File: config.mk
export PLATFORM = sky130hd
export DESIGN_NAME = sexpr_token_scanner_core
export DESIGN_NICKNAME = d
export VERILOG_FILES = /design/src/hw/rtl/sts_pkg.sv /design/src/hw/rtl/sts_lexer.sv /design/src/hw/rtl/sts_result_fifo.sv /design/src/hw/rtl/sexpr_token_scanner_core.sv
export SDC_FILE = /design/constraint.sdc
export NUM_CORES = 1
export LEC_CHECK = 0
export BUFFER_PORTS_ARGS = -buffer_cell sky130_fd_sc_hd__buf_2
export CORE_ASPECT_RATIO = 0.7
export CORE_MARGIN = 4
export CORE_UTILIZATION = 40
export DETAILED_ROUTE_END_ITERATION = 7
export SETUP_SLACK_MARGIN = 0.1
export SKIP_CTS_REPAIR_TIMING = 1
export SYNTH_ARGS = -nofsm -noshare
export SYNTH_HDL_FRONTEND = slang
export SYNTH_SLANG_ARGS = --single-unit
File: constraint.sdc
create_clock -name clk -period 12.5 [get_ports clk]
set_input_delay 1.25 -clock clk [delete_from_list [all_inputs] [get_ports clk]]
set_output_delay 1.25 -clock clk [all_outputs]
set_load 0.005 [all_outputs]
File: src/hw/rtl/sts_pkg.sv
// Shared types, codes and constants for the S-expression token scanner.
package sts_pkg;

  // Default parameter values
  localparam int MAX_DEPTH_DEF     = 32;
  localparam int POSITION_BITS_DEF = 24;

  // Result field widths
  localparam int KIND_W  = 3;
  localparam int ERR_W   = 3;
  localparam int POS_W   = 24;
  localparam int LEN_W   = 24;
  localparam int DEPTH_W = 6;

  // Result queue geometry
  localparam int FIFO_AW    = 2;
  localparam int FIFO_DEPTH = 1 << FIFO_AW;

  // Input actions
  localparam logic ACT_DATA = 1'b0;
  localparam logic ACT_END  = 1'b1;

  // Lexer modes
  localparam logic [1:0] MODE_BETWEEN = 2'd0;
  localparam logic [1:0] MODE_COMMENT = 2'd1;
  localparam logic [1:0] MODE_PLAIN   = 2'd2;
  localparam logic [1:0] MODE_QUOTED  = 2'd3;

  // Event kinds
  localparam logic [KIND_W-1:0] EV_OPEN  = 3'd0;
  localparam logic [KIND_W-1:0] EV_CLOSE = 3'd1;
  localparam logic [KIND_W-1:0] EV_ATOM  = 3'd2;
  localparam logic [KIND_W-1:0] EV_DONE  = 3'd3;
  localparam logic [KIND_W-1:0] EV_ERROR = 3'd4;

  // Error codes
  localparam logic [ERR_W-1:0] ERR_NONE        = 3'd0;
  localparam logic [ERR_W-1:0] ERR_TOO_DEEP    = 3'd1;
  localparam logic [ERR_W-1:0] ERR_SECOND_TOP  = 3'd2;
  localparam logic [ERR_W-1:0] ERR_STRAY_CLOSE = 3'd3;
  localparam logic [ERR_W-1:0] ERR_TOP_ATOM    = 3'd4;
  localparam logic [ERR_W-1:0] ERR_OPEN_QUOTE  = 3'd5;
  localparam logic [ERR_W-1:0] ERR_QUOTE_ATOM  = 3'd6;
  localparam logic [ERR_W-1:0] ERR_MISS_CLOSE  = 3'd7;

  // Characters
  localparam logic [7:0] CH_SEMI  = 8'h3B;
  localparam logic [7:0] CH_OPEN  = 8'h28;
  localparam logic [7:0] CH_CLOSE = 8'h29;
  localparam logic [7:0] CH_QUOTE = 8'h22;
  localparam logic [7:0] CH_LF    = 8'h0A;
  localparam logic [7:0] CH_SPACE = 8'h20;
  localparam logic [7:0] CH_TAB   = 8'h09;
  localparam logic [7:0] CH_CR    = 8'h0D;

  // One result item
  typedef struct packed {
    logic [KIND_W-1:0]  event_kind;
    logic [ERR_W-1:0]   error_code;
    logic [POS_W-1:0]   position;
    logic [LEN_W-1:0]   atom_length;
    logic               is_quoted;
    logic [DEPTH_W-1:0] depth;
    logic               last;
  } result_t;

  // Results produced by one accepted input item
  typedef struct packed {
    logic [1:0] cnt;
    result_t    first;
    result_t    second;
  } push_t;

  // Whitespace: space, TAB, LF, VT, FF, CR
  function automatic logic is_ws(input logic [7:0] b);
    is_ws = (b == CH_SPACE) || ((b >= CH_TAB) && (b <= CH_CR));
  endfunction

endpackage

File: src/hw/rtl/sts_lexer.sv
// Lexer state and event generation for one input byte per cycle, on cycles that fire.
module sts_lexer #(
  parameter int MAX_DEPTH     = sts_pkg::MAX_DEPTH_DEF,
  parameter int POSITION_BITS = sts_pkg::POSITION_BITS_DEF
) (
  input  logic          clk,
  input  logic          rst_n,
  input  logic          fire,
  input  logic          action,
  input  logic [7:0]    data_byte,
  output sts_pkg::push_t push
);

  localparam int DW  = $clog2(MAX_DEPTH + 1);
  localparam int PB  = POSITION_BITS;
  localparam int PXW = PB + sts_pkg::POS_W;
  localparam int DXW = DW + sts_pkg::DEPTH_W;

  logic [1:0]    mode_r, mode_nxt;
  logic [DW-1:0] depth_r, depth_nxt;
  logic [PB-1:0] pos_r, pos_nxt;
  logic [PB-1:0] start_r, start_nxt;
  logic          top_r, top_nxt;
  logic          err_r, err_nxt;

  // Widened views for output formatting
  logic [PB-1:0]  len_plain, len_quoted;
  logic [PXW-1:0] pos_x, start_x, lenp_x, lenq_x;
  logic [DXW-1:0] dcur_x, dinc_x, ddec_x;
  logic [sts_pkg::POS_W-1:0]   pos_o, start_o, lenp_o, lenq_o;
  logic [sts_pkg::DEPTH_W-1:0] dcur_o, dinc_o, ddec_o;

  // Between-tokens decision for the current byte
  logic             btw_emit;
  sts_pkg::result_t btw_res;
  logic [1:0]       btw_mode;
  logic [DW-1:0]    btw_depth;
  logic             btw_top;
  logic             btw_err;
  logic             btw_start;

  logic is_bracket;

  function automatic sts_pkg::result_t mk_res(
    input logic [sts_pkg::KIND_W-1:0]  kind,
    input logic [sts_pkg::ERR_W-1:0]   code,
    input logic [sts_pkg::POS_W-1:0]   pos,
    input logic [sts_pkg::LEN_W-1:0]   len,
    input logic                        quoted,
    input logic [sts_pkg::DEPTH_W-1:0] dep
  );
    sts_pkg::result_t r;
    r.event_kind  = kind;
    r.error_code  = code;
    r.position    = pos;
    r.atom_length = len;
    r.is_quoted   = quoted;
    r.depth       = dep;
    r.last        = 1'b0;
    return r;
  endfunction

  // Format positions, lengths and depths to the result widths
  assign len_plain  = pos_r - start_r;
  assign len_quoted = (len_plain != '0) ? (len_plain - PB'(1)) : '0;
  assign pos_x   = PXW'(pos_r);
  assign start_x = PXW'(start_r);
  assign lenp_x  = PXW'(len_plain);
  assign lenq_x  = PXW'(len_quoted);
  assign pos_o   = pos_x[sts_pkg::POS_W-1:0];
  assign start_o = start_x[sts_pkg::POS_W-1:0];
  assign lenp_o  = lenp_x[sts_pkg::LEN_W-1:0];
  assign lenq_o  = lenq_x[sts_pkg::LEN_W-1:0];
  assign dcur_x  = DXW'(depth_r);
  assign dinc_x  = DXW'(depth_r + DW'(1));
  assign ddec_x  = DXW'(depth_r - DW'(1));
  assign dcur_o  = dcur_x[sts_pkg::DEPTH_W-1:0];
  assign dinc_o  = dinc_x[sts_pkg::DEPTH_W-1:0];
  assign ddec_o  = ddec_x[sts_pkg::DEPTH_W-1:0];

  assign is_bracket = (data_byte == sts_pkg::CH_OPEN) || (data_byte == sts_pkg::CH_CLOSE);

  // Decide what a byte does between tokens
  always_comb begin
    btw_emit  = 1'b0;
    btw_res   = mk_res(sts_pkg::EV_OPEN, sts_pkg::ERR_NONE, pos_o, '0, 1'b0, dcur_o);
    btw_mode  = sts_pkg::MODE_BETWEEN;
    btw_depth = depth_r;
    btw_top   = top_r;
    btw_err   = 1'b0;
    btw_start = 1'b0;
    if (sts_pkg::is_ws(data_byte)) begin
      btw_mode = sts_pkg::MODE_BETWEEN;
    end else if (data_byte == sts_pkg::CH_SEMI) begin
      btw_mode = sts_pkg::MODE_COMMENT;
    end else if (data_byte == sts_pkg::CH_OPEN) begin
      btw_emit = 1'b1;
      if (depth_r >= DW'(MAX_DEPTH)) begin
        btw_res = mk_res(sts_pkg::EV_ERROR, sts_pkg::ERR_TOO_DEEP, pos_o, '0, 1'b0, dcur_o);
        btw_err = 1'b1;
      end else if ((depth_r <= DW'(1)) && top_r) begin
        btw_res = mk_res(sts_pkg::EV_ERROR, sts_pkg::ERR_SECOND_TOP, pos_o, '0, 1'b0, dcur_o);
        btw_err = 1'b1;
      end else begin
        if (depth_r <= DW'(1)) begin
          btw_top = 1'b1;
        end
        btw_depth = depth_r + DW'(1);
        btw_res   = mk_res(sts_pkg::EV_OPEN, sts_pkg::ERR_NONE, pos_o, '0, 1'b0, dinc_o);
      end
    end else if (data_byte == sts_pkg::CH_CLOSE) begin
      btw_emit = 1'b1;
      if (depth_r <= DW'(1)) begin
        btw_res = mk_res(sts_pkg::EV_ERROR, sts_pkg::ERR_STRAY_CLOSE, pos_o, '0, 1'b0,
                         dcur_o);
        btw_err = 1'b1;
      end else begin
        btw_depth = depth_r - DW'(1);
        btw_res   = mk_res(sts_pkg::EV_CLOSE, sts_pkg::ERR_NONE, pos_o, '0, 1'b0, ddec_o);
      end
    end else begin
      if (depth_r <= DW'(1)) begin
        btw_emit = 1'b1;
        btw_res  = mk_res(sts_pkg::EV_ERROR, sts_pkg::ERR_TOP_ATOM, pos_o, '0, 1'b0, dcur_o);
        btw_err  = 1'b1;
      end else begin
        btw_start = 1'b1;
        btw_mode  = (data_byte == sts_pkg::CH_QUOTE) ? sts_pkg::MODE_QUOTED
                                                     : sts_pkg::MODE_PLAIN;
      end
    end
  end

  // Next state and results for the accepted item
  always_comb begin
    sts_pkg::result_t term;
    mode_nxt    = mode_r;
    depth_nxt   = depth_r;
    pos_nxt     = pos_r;
    start_nxt   = start_r;
    top_nxt     = top_r;
    err_nxt     = err_r;
    push.cnt    = 2'd0;
    push.first  = btw_res;
    push.second = btw_res;
    term        = mk_res(sts_pkg::EV_DONE, sts_pkg::ERR_NONE, pos_o, '0, 1'b0, dcur_o);

    if (fire) begin
      if (action == sts_pkg::ACT_END) begin
        // Unless an error has halted the scan, flush the pending token and report the end; then reset
        if (!err_r) begin
          if (mode_r == sts_pkg::MODE_QUOTED) begin
            term = mk_res(sts_pkg::EV_ERROR, sts_pkg::ERR_OPEN_QUOTE, pos_o, '0, 1'b0, dcur_o);
          end else if (depth_r > DW'(1)) begin
            term = mk_res(sts_pkg::EV_ERROR, sts_pkg::ERR_MISS_CLOSE, pos_o, '0, 1'b0, dcur_o);
          end
          if (mode_r == sts_pkg::MODE_PLAIN) begin
            push.first  = mk_res(sts_pkg::EV_ATOM, sts_pkg::ERR_NONE, start_o, lenp_o, 1'b0,
                                 dcur_o);
            push.second = term;
            push.cnt    = 2'd2;
          end else begin
            push.first = term;
            push.cnt   = 2'd1;
          end
        end
        mode_nxt  = sts_pkg::MODE_BETWEEN;
        depth_nxt = DW'(1);
        pos_nxt   = '0;
        start_nxt = '0;
        top_nxt   = 1'b0;
        err_nxt   = 1'b0;
      end else begin
        if (!err_r) begin
          case (mode_r)
            sts_pkg::MODE_COMMENT: begin
              if (data_byte == sts_pkg::CH_LF) begin
                mode_nxt = sts_pkg::MODE_BETWEEN;
              end
            end
            sts_pkg::MODE_QUOTED: begin
              if (data_byte == sts_pkg::CH_QUOTE) begin
                push.first = mk_res(sts_pkg::EV_ATOM, sts_pkg::ERR_NONE, start_o, lenq_o,
                                    1'b1, dcur_o);
                push.cnt   = 2'd1;
                mode_nxt   = sts_pkg::MODE_BETWEEN;
              end
            end
            sts_pkg::MODE_PLAIN: begin
              if (data_byte == sts_pkg::CH_QUOTE) begin
                push.first = mk_res(sts_pkg::EV_ERROR, sts_pkg::ERR_QUOTE_ATOM, pos_o, '0,
                                    1'b0, dcur_o);
                push.cnt   = 2'd1;
                err_nxt    = 1'b1;
              end else if (sts_pkg::is_ws(data_byte) || is_bracket) begin
                // End the atom; a bracket then acts as between tokens
                push.first  = mk_res(sts_pkg::EV_ATOM, sts_pkg::ERR_NONE, start_o, lenp_o,
                                     1'b0, dcur_o);
                push.second = btw_res;
                push.cnt    = btw_emit ? 2'd2 : 2'd1;
                mode_nxt    = btw_mode;
                depth_nxt   = btw_depth;
                top_nxt     = btw_top;
                err_nxt     = btw_err;
              end
            end
            default: begin
              push.first = btw_res;
              push.cnt   = btw_emit ? 2'd1 : 2'd0;
              mode_nxt   = btw_mode;
              depth_nxt  = btw_depth;
              top_nxt    = btw_top;
              err_nxt    = btw_err;
              if (btw_start) begin
                start_nxt = pos_r;
              end
            end
          endcase
        end
        // Advance the byte position, saturating
        if (pos_r != '1) begin
          pos_nxt = pos_r + PB'(1);
        end
      end
    end

    // Mark the final result of this item
    if (push.cnt == 2'd1) begin
      push.first.last = 1'b1;
    end
    if (push.cnt == 2'd2) begin
      push.second.last = 1'b1;
    end
  end

  // Hold lexer state
  always_ff @(posedge clk) begin
    if (!rst_n) begin
      mode_r  <= sts_pkg::MODE_BETWEEN;
      depth_r <= DW'(1);
      pos_r   <= '0;
      start_r <= '0;
      top_r   <= 1'b0;
      err_r   <= 1'b0;
    end else begin
      mode_r  <= mode_nxt;
      depth_r <= depth_nxt;
      pos_r   <= pos_nxt;
      start_r <= start_nxt;
      top_r   <= top_nxt;
      err_r   <= err_nxt;
    end
  end

endmodule

File: src/hw/rtl/sts_result_fifo.sv
// Small result queue that takes up to two results per cycle and hands out one when out_stall is low.
module sts_result_fifo (
  input  logic             clk,
  input  logic             rst_n,
  input  sts_pkg::push_t   push,
  output logic             room2,
  output logic             out_valid,
  input  logic             out_stall,
  output sts_pkg::result_t out_res
);

  localparam int AW = sts_pkg::FIFO_AW;

  sts_pkg::result_t mem [sts_pkg::FIFO_DEPTH];
  logic [AW-1:0]    wr_r, wr_nxt;
  logic [AW-1:0]    rd_r, rd_nxt;
  logic [AW:0]      cnt_r, cnt_nxt;
  logic             pop;

  assign out_valid = (cnt_r != '0);
  assign pop       = out_valid && !out_stall;
  assign out_res   = mem[rd_r];
  assign room2     = (cnt_r <= (AW + 1)'(sts_pkg::FIFO_DEPTH - 2));

  // Advance pointers and fill count
  always_comb begin
    wr_nxt  = wr_r + AW'(push.cnt);
    rd_nxt  = pop ? (rd_r + AW'(1)) : rd_r;
    cnt_nxt = cnt_r + (AW + 1)'(push.cnt) - (AW + 1)'(pop);
  end

  // Store pushed results
  always_ff @(posedge clk) begin
    if (push.cnt != 2'd0) begin
      mem[wr_r] <= push.first;
    end
    if (push.cnt == 2'd2) begin
      mem[wr_r + AW'(1)] <= push.second;
    end
  end

  always_ff @(posedge clk) begin
    if (!rst_n) begin
      wr_r  <= '0;
      rd_r  <= '0;
      cnt_r <= '0;
    end else begin
      wr_r  <= wr_nxt;
      rd_r  <= rd_nxt;
      cnt_r <= cnt_nxt;
    end
  end

endmodule

File: src/hw/rtl/sexpr_token_scanner_core.sv
// Top level of the byte-serial S-expression token scanner.
//
//   channel  | direction | handshake            | payload
//   ---------+-----------+----------------------+------------------------------------
//   in_      | input     | in_valid / in_stall  | action, data_byte
//   out_     | output    | out_valid / out_stall| event_kind, error_code, position,
//            |           |                      | atom_length, is_quoted, depth, last
//
// One byte is taken per cycle while in_stall is low; the lexer state registers update on
// the transfer and its results enter a four-entry result queue in the same edge.
// A result is written into the queue on its byte's transfer and is offered once it reaches the head;
// an item with two results (atom ended by a bracket, or atom flushed at end of input) drains one at a time.
// in_stall rises while the queue has room for fewer than two results.
// Synchronous reset returns the lexer to between tokens at depth 1 and empties the queue.
module sexpr_token_scanner_core #(
  parameter int MAX_DEPTH     = sts_pkg::MAX_DEPTH_DEF,
  parameter int POSITION_BITS = sts_pkg::POSITION_BITS_DEF
) (
  input  logic                            clk,
  input  logic                            rst_n,
  input  logic                            in_valid,
  output logic                            in_stall,
  input  logic                            in_action,
  input  logic [7:0]                      in_data_byte,
  output logic                            out_valid,
  input  logic                            out_stall,
  output logic [sts_pkg::KIND_W-1:0]      out_event_kind,
  output logic [sts_pkg::ERR_W-1:0]       out_error_code,
  output logic [sts_pkg::POS_W-1:0]       out_position,
  output logic [sts_pkg::LEN_W-1:0]       out_atom_length,
  output logic                            out_is_quoted,
  output logic [sts_pkg::DEPTH_W-1:0]     out_depth,
  output logic                            out_last
);

  sts_pkg::push_t   push;
  sts_pkg::result_t res;
  logic             room2;
  logic             in_fire;

  // Accept a transfer while two result slots are free
  assign in_stall = !room2;
  assign in_fire  = in_valid && room2;

  sts_lexer #(
    .MAX_DEPTH     (MAX_DEPTH),
    .POSITION_BITS (POSITION_BITS)
  ) u_lexer (
    .clk       (clk),
    .rst_n     (rst_n),
    .fire      (in_fire),
    .action    (in_action),
    .data_byte (in_data_byte),
    .push      (push)
  );

  sts_result_fifo u_fifo (
    .clk       (clk),
    .rst_n     (rst_n),
    .push      (push),
    .room2     (room2),
    .out_valid (out_valid),
    .out_stall (out_stall),
    .out_res   (res)
  );

  // Unpack the head result
  assign out_event_kind  = res.event_kind;
  assign out_error_code  = res.error_code;
  assign out_position    = res.position;
  assign out_atom_length = res.atom_length;
  assign out_is_quoted   = res.is_quoted;
  assign out_depth       = res.depth;
  assign out_last        = res.last;

endmodule

==> impl_metrics.env <==
export IMPL_critPathCaptureType="flip-flop"
export IMPL_setup_total_negative_slack_ns=0
export IMPL_crit_path_max_incr_delay_ns=0.87
export IMPL_synth_enable_flop_cells=148
export IMPL_drt_pass1_iterations=6
export IMPL_maxClockFrequency_mhz=184
export IMPL_worst_clock_skew_ns=0.0215
export IMPL_synth_seq_cells=315
export IMPL_worst_slew_pin_slew_ns=1.37
export IMPL_fillerInstances=4389
export IMPL_total_leakage_power_nw=7.10
export IMPL_antenna_found_initial=0
export IMPL_drt_iter0_markers=2155
export IMPL_die_area_um2=49800
export IMPL_post_route_min_period_ns=5.44
export IMPL_timing_critical_path_from_type="primary input"
export IMPL_hpwl_um=39300
export IMPL_crit_path_top_delay_cell="nand2_2"
export IMPL_vias_in_the_first_global_route=15663
export IMPL_multiInputGateArea_um2=9940
export IMPL_worst_ir_drop_on_vdd_mv=0.0913
export IMPL_post_route_util_pct=44.9
export IMPL_yosys_area_top_type_share_pct=24.0
export IMPL_cts_made_buffers=34
export IMPL_grt_util_all_layers_pct=23.5
export IMPL_vias=16722
export IMPL_synth_area_um2=18500
export IMPL_fin_nets=2027
export IMPL_worstPathMaxFanout=38
export IMPL_first_pass_grt_wire_length_um=93600
export IMPL_netlist_cell_type_count=87
export IMPL_std_cell_rows=65
export IMPL_timing_hold_ws_ns=0.461
export IMPL_crit_path_class="primary input to flip-flop"
export IMPL_preCtsSetupSlack_ns=6.68
export IMPL_most_common_layout_cells="nand2_1, o21ai_0, dfxtp_1"
export IMPL_finalPower_w=0.00322
export IMPL_clkSinkCount=315
export IMPL_io_pins=77
export IMPL_wirelength_um=60900
export IMPL_drive_above_1_share_pct=13.5
export IMPL_rsz0062_at_grt="no"
export IMPL_cts_max_path_buffers=3
export IMPL_cap_violations=0
export IMPL_area_growth_pct=10.1
export IMPL_clock_latency_of_the_later_clocked_register_in_the_worst_skew_pair_ns=0.54
export IMPL_setup_viol=0
export IMPL_cts_htree_levels=2
export IMPL_seq_area_frac_synth_pct=42.1
export IMPL_drc_errors=0
export IMPL_synth_yosys_warnings=0
export IMPL_grt_max_degree=76
export IMPL_top_reg_cell_synth="dfxtp_1"
export IMPL_tritoncts="built"
export IMPL_n_antenna_cell=0
export IMPL_period_utilization_pct=43.5
export IMPL_required_ns=12.49
export IMPL_synth_fp_nets=2054
export IMPL_cell_family_with_the_largest_share_of_critical_path_delay="buffers and inverters"
export IMPL_layout_cells_most_common="nand2_1"
export IMPL_async_flop_share_pct=0
export IMPL_post_drt_via_cell_ratio=6.42
export IMPL_worst_setup_hold_path_clk_slew_ns=0.06
export IMPL_routed_wire_length_per_instance_um=23.4
export IMPL_avgSynthCellArea_um2=9.22
export IMPL_die_height_um=188
export IMPL_setup_ws_ns=7.06
export IMPL_worstHoldPathType="flip-flop to flip-flop"
export IMPL_floorplan_core_area_um2=45400
export IMPL_slew_headroom_pct=8.26
export IMPL_timing_max_transition_violations_final=0
export IMPL_cp_cell_sequence="buf_2, clkinv_1, o2111a_1, nand2_1, o41ai_4, nand3_1, buf_4, nand2_2"
export IMPL_run_status="completed"
export IMPL_synth_cells=2005
export IMPL_grt_overflow=0
export IMPL_dieWidth_um=265
export IMPL_synth_area_leader_cell="edfxtp_1"
export IMPL_netlist_top_cells_area="edfxtp_1, dfxtp_1, mux4_2"
export IMPL_report_final_hold_viol_count=0
export IMPL_floorplan_initialDensity_pct=40.7
export IMPL_clk_root_buffer_cell="clkbuf_16"
export IMPL_area_sequential_um2=7790
export IMPL_buffer_ports_inserted=76
export IMPL_critical_path_buffers_and_inverters=3
export IMPL_arrival_time_of_data_at_the_critical_path_endpoint_ns=5.44
export IMPL_pwrdens_nw_per_um2=158
export IMPL_postRouteAntennaNets=0
export IMPL_place_congestion=0.906
[cell usage after synthesis (15+ instances only)]
| master | instances |
|---|---|
| and2_1 | 22 |
| o211ai_1 | 17 |
| edfxtp_1 | 148 |
| dfxtp_1 | 167 |
| buf_2 | 17 |
| a31oi_1 | 50 |
| inv_1 | 42 |
| xnor2_1 | 25 |
| clkbuf_1 | 140 |
| o22ai_1 | 71 |
| nand2_1 | 241 |
| o21ai_0 | 176 |
| nor3_1 | 35 |
| nand4_1 | 19 |
| a21oi_1 | 142 |
| o21ai_1 | 16 |
| nor2b_1 | 40 |
| or3_1 | 15 |
| a22oi_1 | 31 |
| ha_1 | 34 |
| a211oi_1 | 21 |
| mux4_2 | 62 |
| and3_1 | 22 |
| o221ai_1 | 21 |
| xor2_1 | 23 |
| nand3_1 | 72 |
| nor2_1 | 141 |
| a221o_1 | 23 |
[path summary, 6_finish.rpt]
check | start | to | slack (ns) | cells after the start
setup / recovery | in_action | u_fifo.mem[3][39]$_DFFE_PP_ | 7.06 | 8
hold / removal | u_fifo.mem[1][9]$_SDFFE_PP0P_ | u_fifo.mem[1][9]$_SDFFE_PP0P_ | 0.46 | 2
setup reg to reg | u_lexer.pos_o[0]$_SDFFE_PN0P_ | u_fifo.mem[0][29]$_SDFFE_PP0P_ | 7.22 | 12
hold reg to reg | u_fifo.mem[1][9]$_SDFFE_PP0P_ | u_fifo.mem[1][9]$_SDFFE_PP0P_ | 0.46 | 2
[flip-flops by register name, indices dropped and copies added, names as in the netlist, 2 cells and up, named ones only]
| signal | flops |
|---|---|
| u_lexer.start_o | 24 |
| u_lexer.pos_o | 24 |
| u_fifo.cnt_r | 3 |
| u_fifo.mem | 248 |
| u_fifo.wr_r | 2 |
| u_fifo.rd_r | 2 |
| u_lexer.dcur_o | 6 |
| u_lexer.mode_r | 2 |
[tightest hold or removal path: stages (launching register included)]
cell     delay, ns
dfxtp_1       0.31
nand3_1       0.06
o21ai_1       0.05
[cell families after synthesis]
kind of cell / Yosys count / share of synthesized area, %
adder cells (fa/ha/maj): 36 / 2.52
multiplexers: 74 / 8.22
flip-flops: 315 / 42.1
buffers and inverters: 212 / 4.50
AO/OA/AOI/OAI: 668 / 23.5
AND/OR/NAND/NOR: 650 / 16.7
XOR/XNOR: 50 / 2.45
[metal layers]
layer	routed length, um	global-route usage [%]	vias to the layer above
met5	0	0	-
met4	1140	5.71	0
met3	5340	3.62	90
met2	26800	35.7	886
met1	27600	35.3	8221
li1	-	-	7525
[where the power goes]
| part | switching, W | internal [W] |
|---|---|---|
| Clock | 0.000429 | 0.000597 |
| Sequential | 0.0000803 | 0.00121 |
| Combinational | 0.000564 | 0.000333 |
| Total | 0.00107 | 0.00214 |
[layout make-up]
| cell class | count | area share (%) |
|---|---|---|
| clock inverters | 9 | 0.338 |
| inverters | 45 | 0.829 |
| flip-flops and latches | 315 | 38.3 |
| clock buffers | 52 | 5.12 |
| well taps | 603 | 3.70 |
| multi-input cells | 1478 | 48.8 |
| repair buffers | 104 | 2.90 |
[stage by stage]
step                      area [um2]  std cells
final                          20400       2606
after global routing           20400       2606
after CTS                      20400       2606
after detailed placement       19300       2545
after global placement         19300       2545
after floorplan                18500       2005
(Power assumes the default switching activity.)
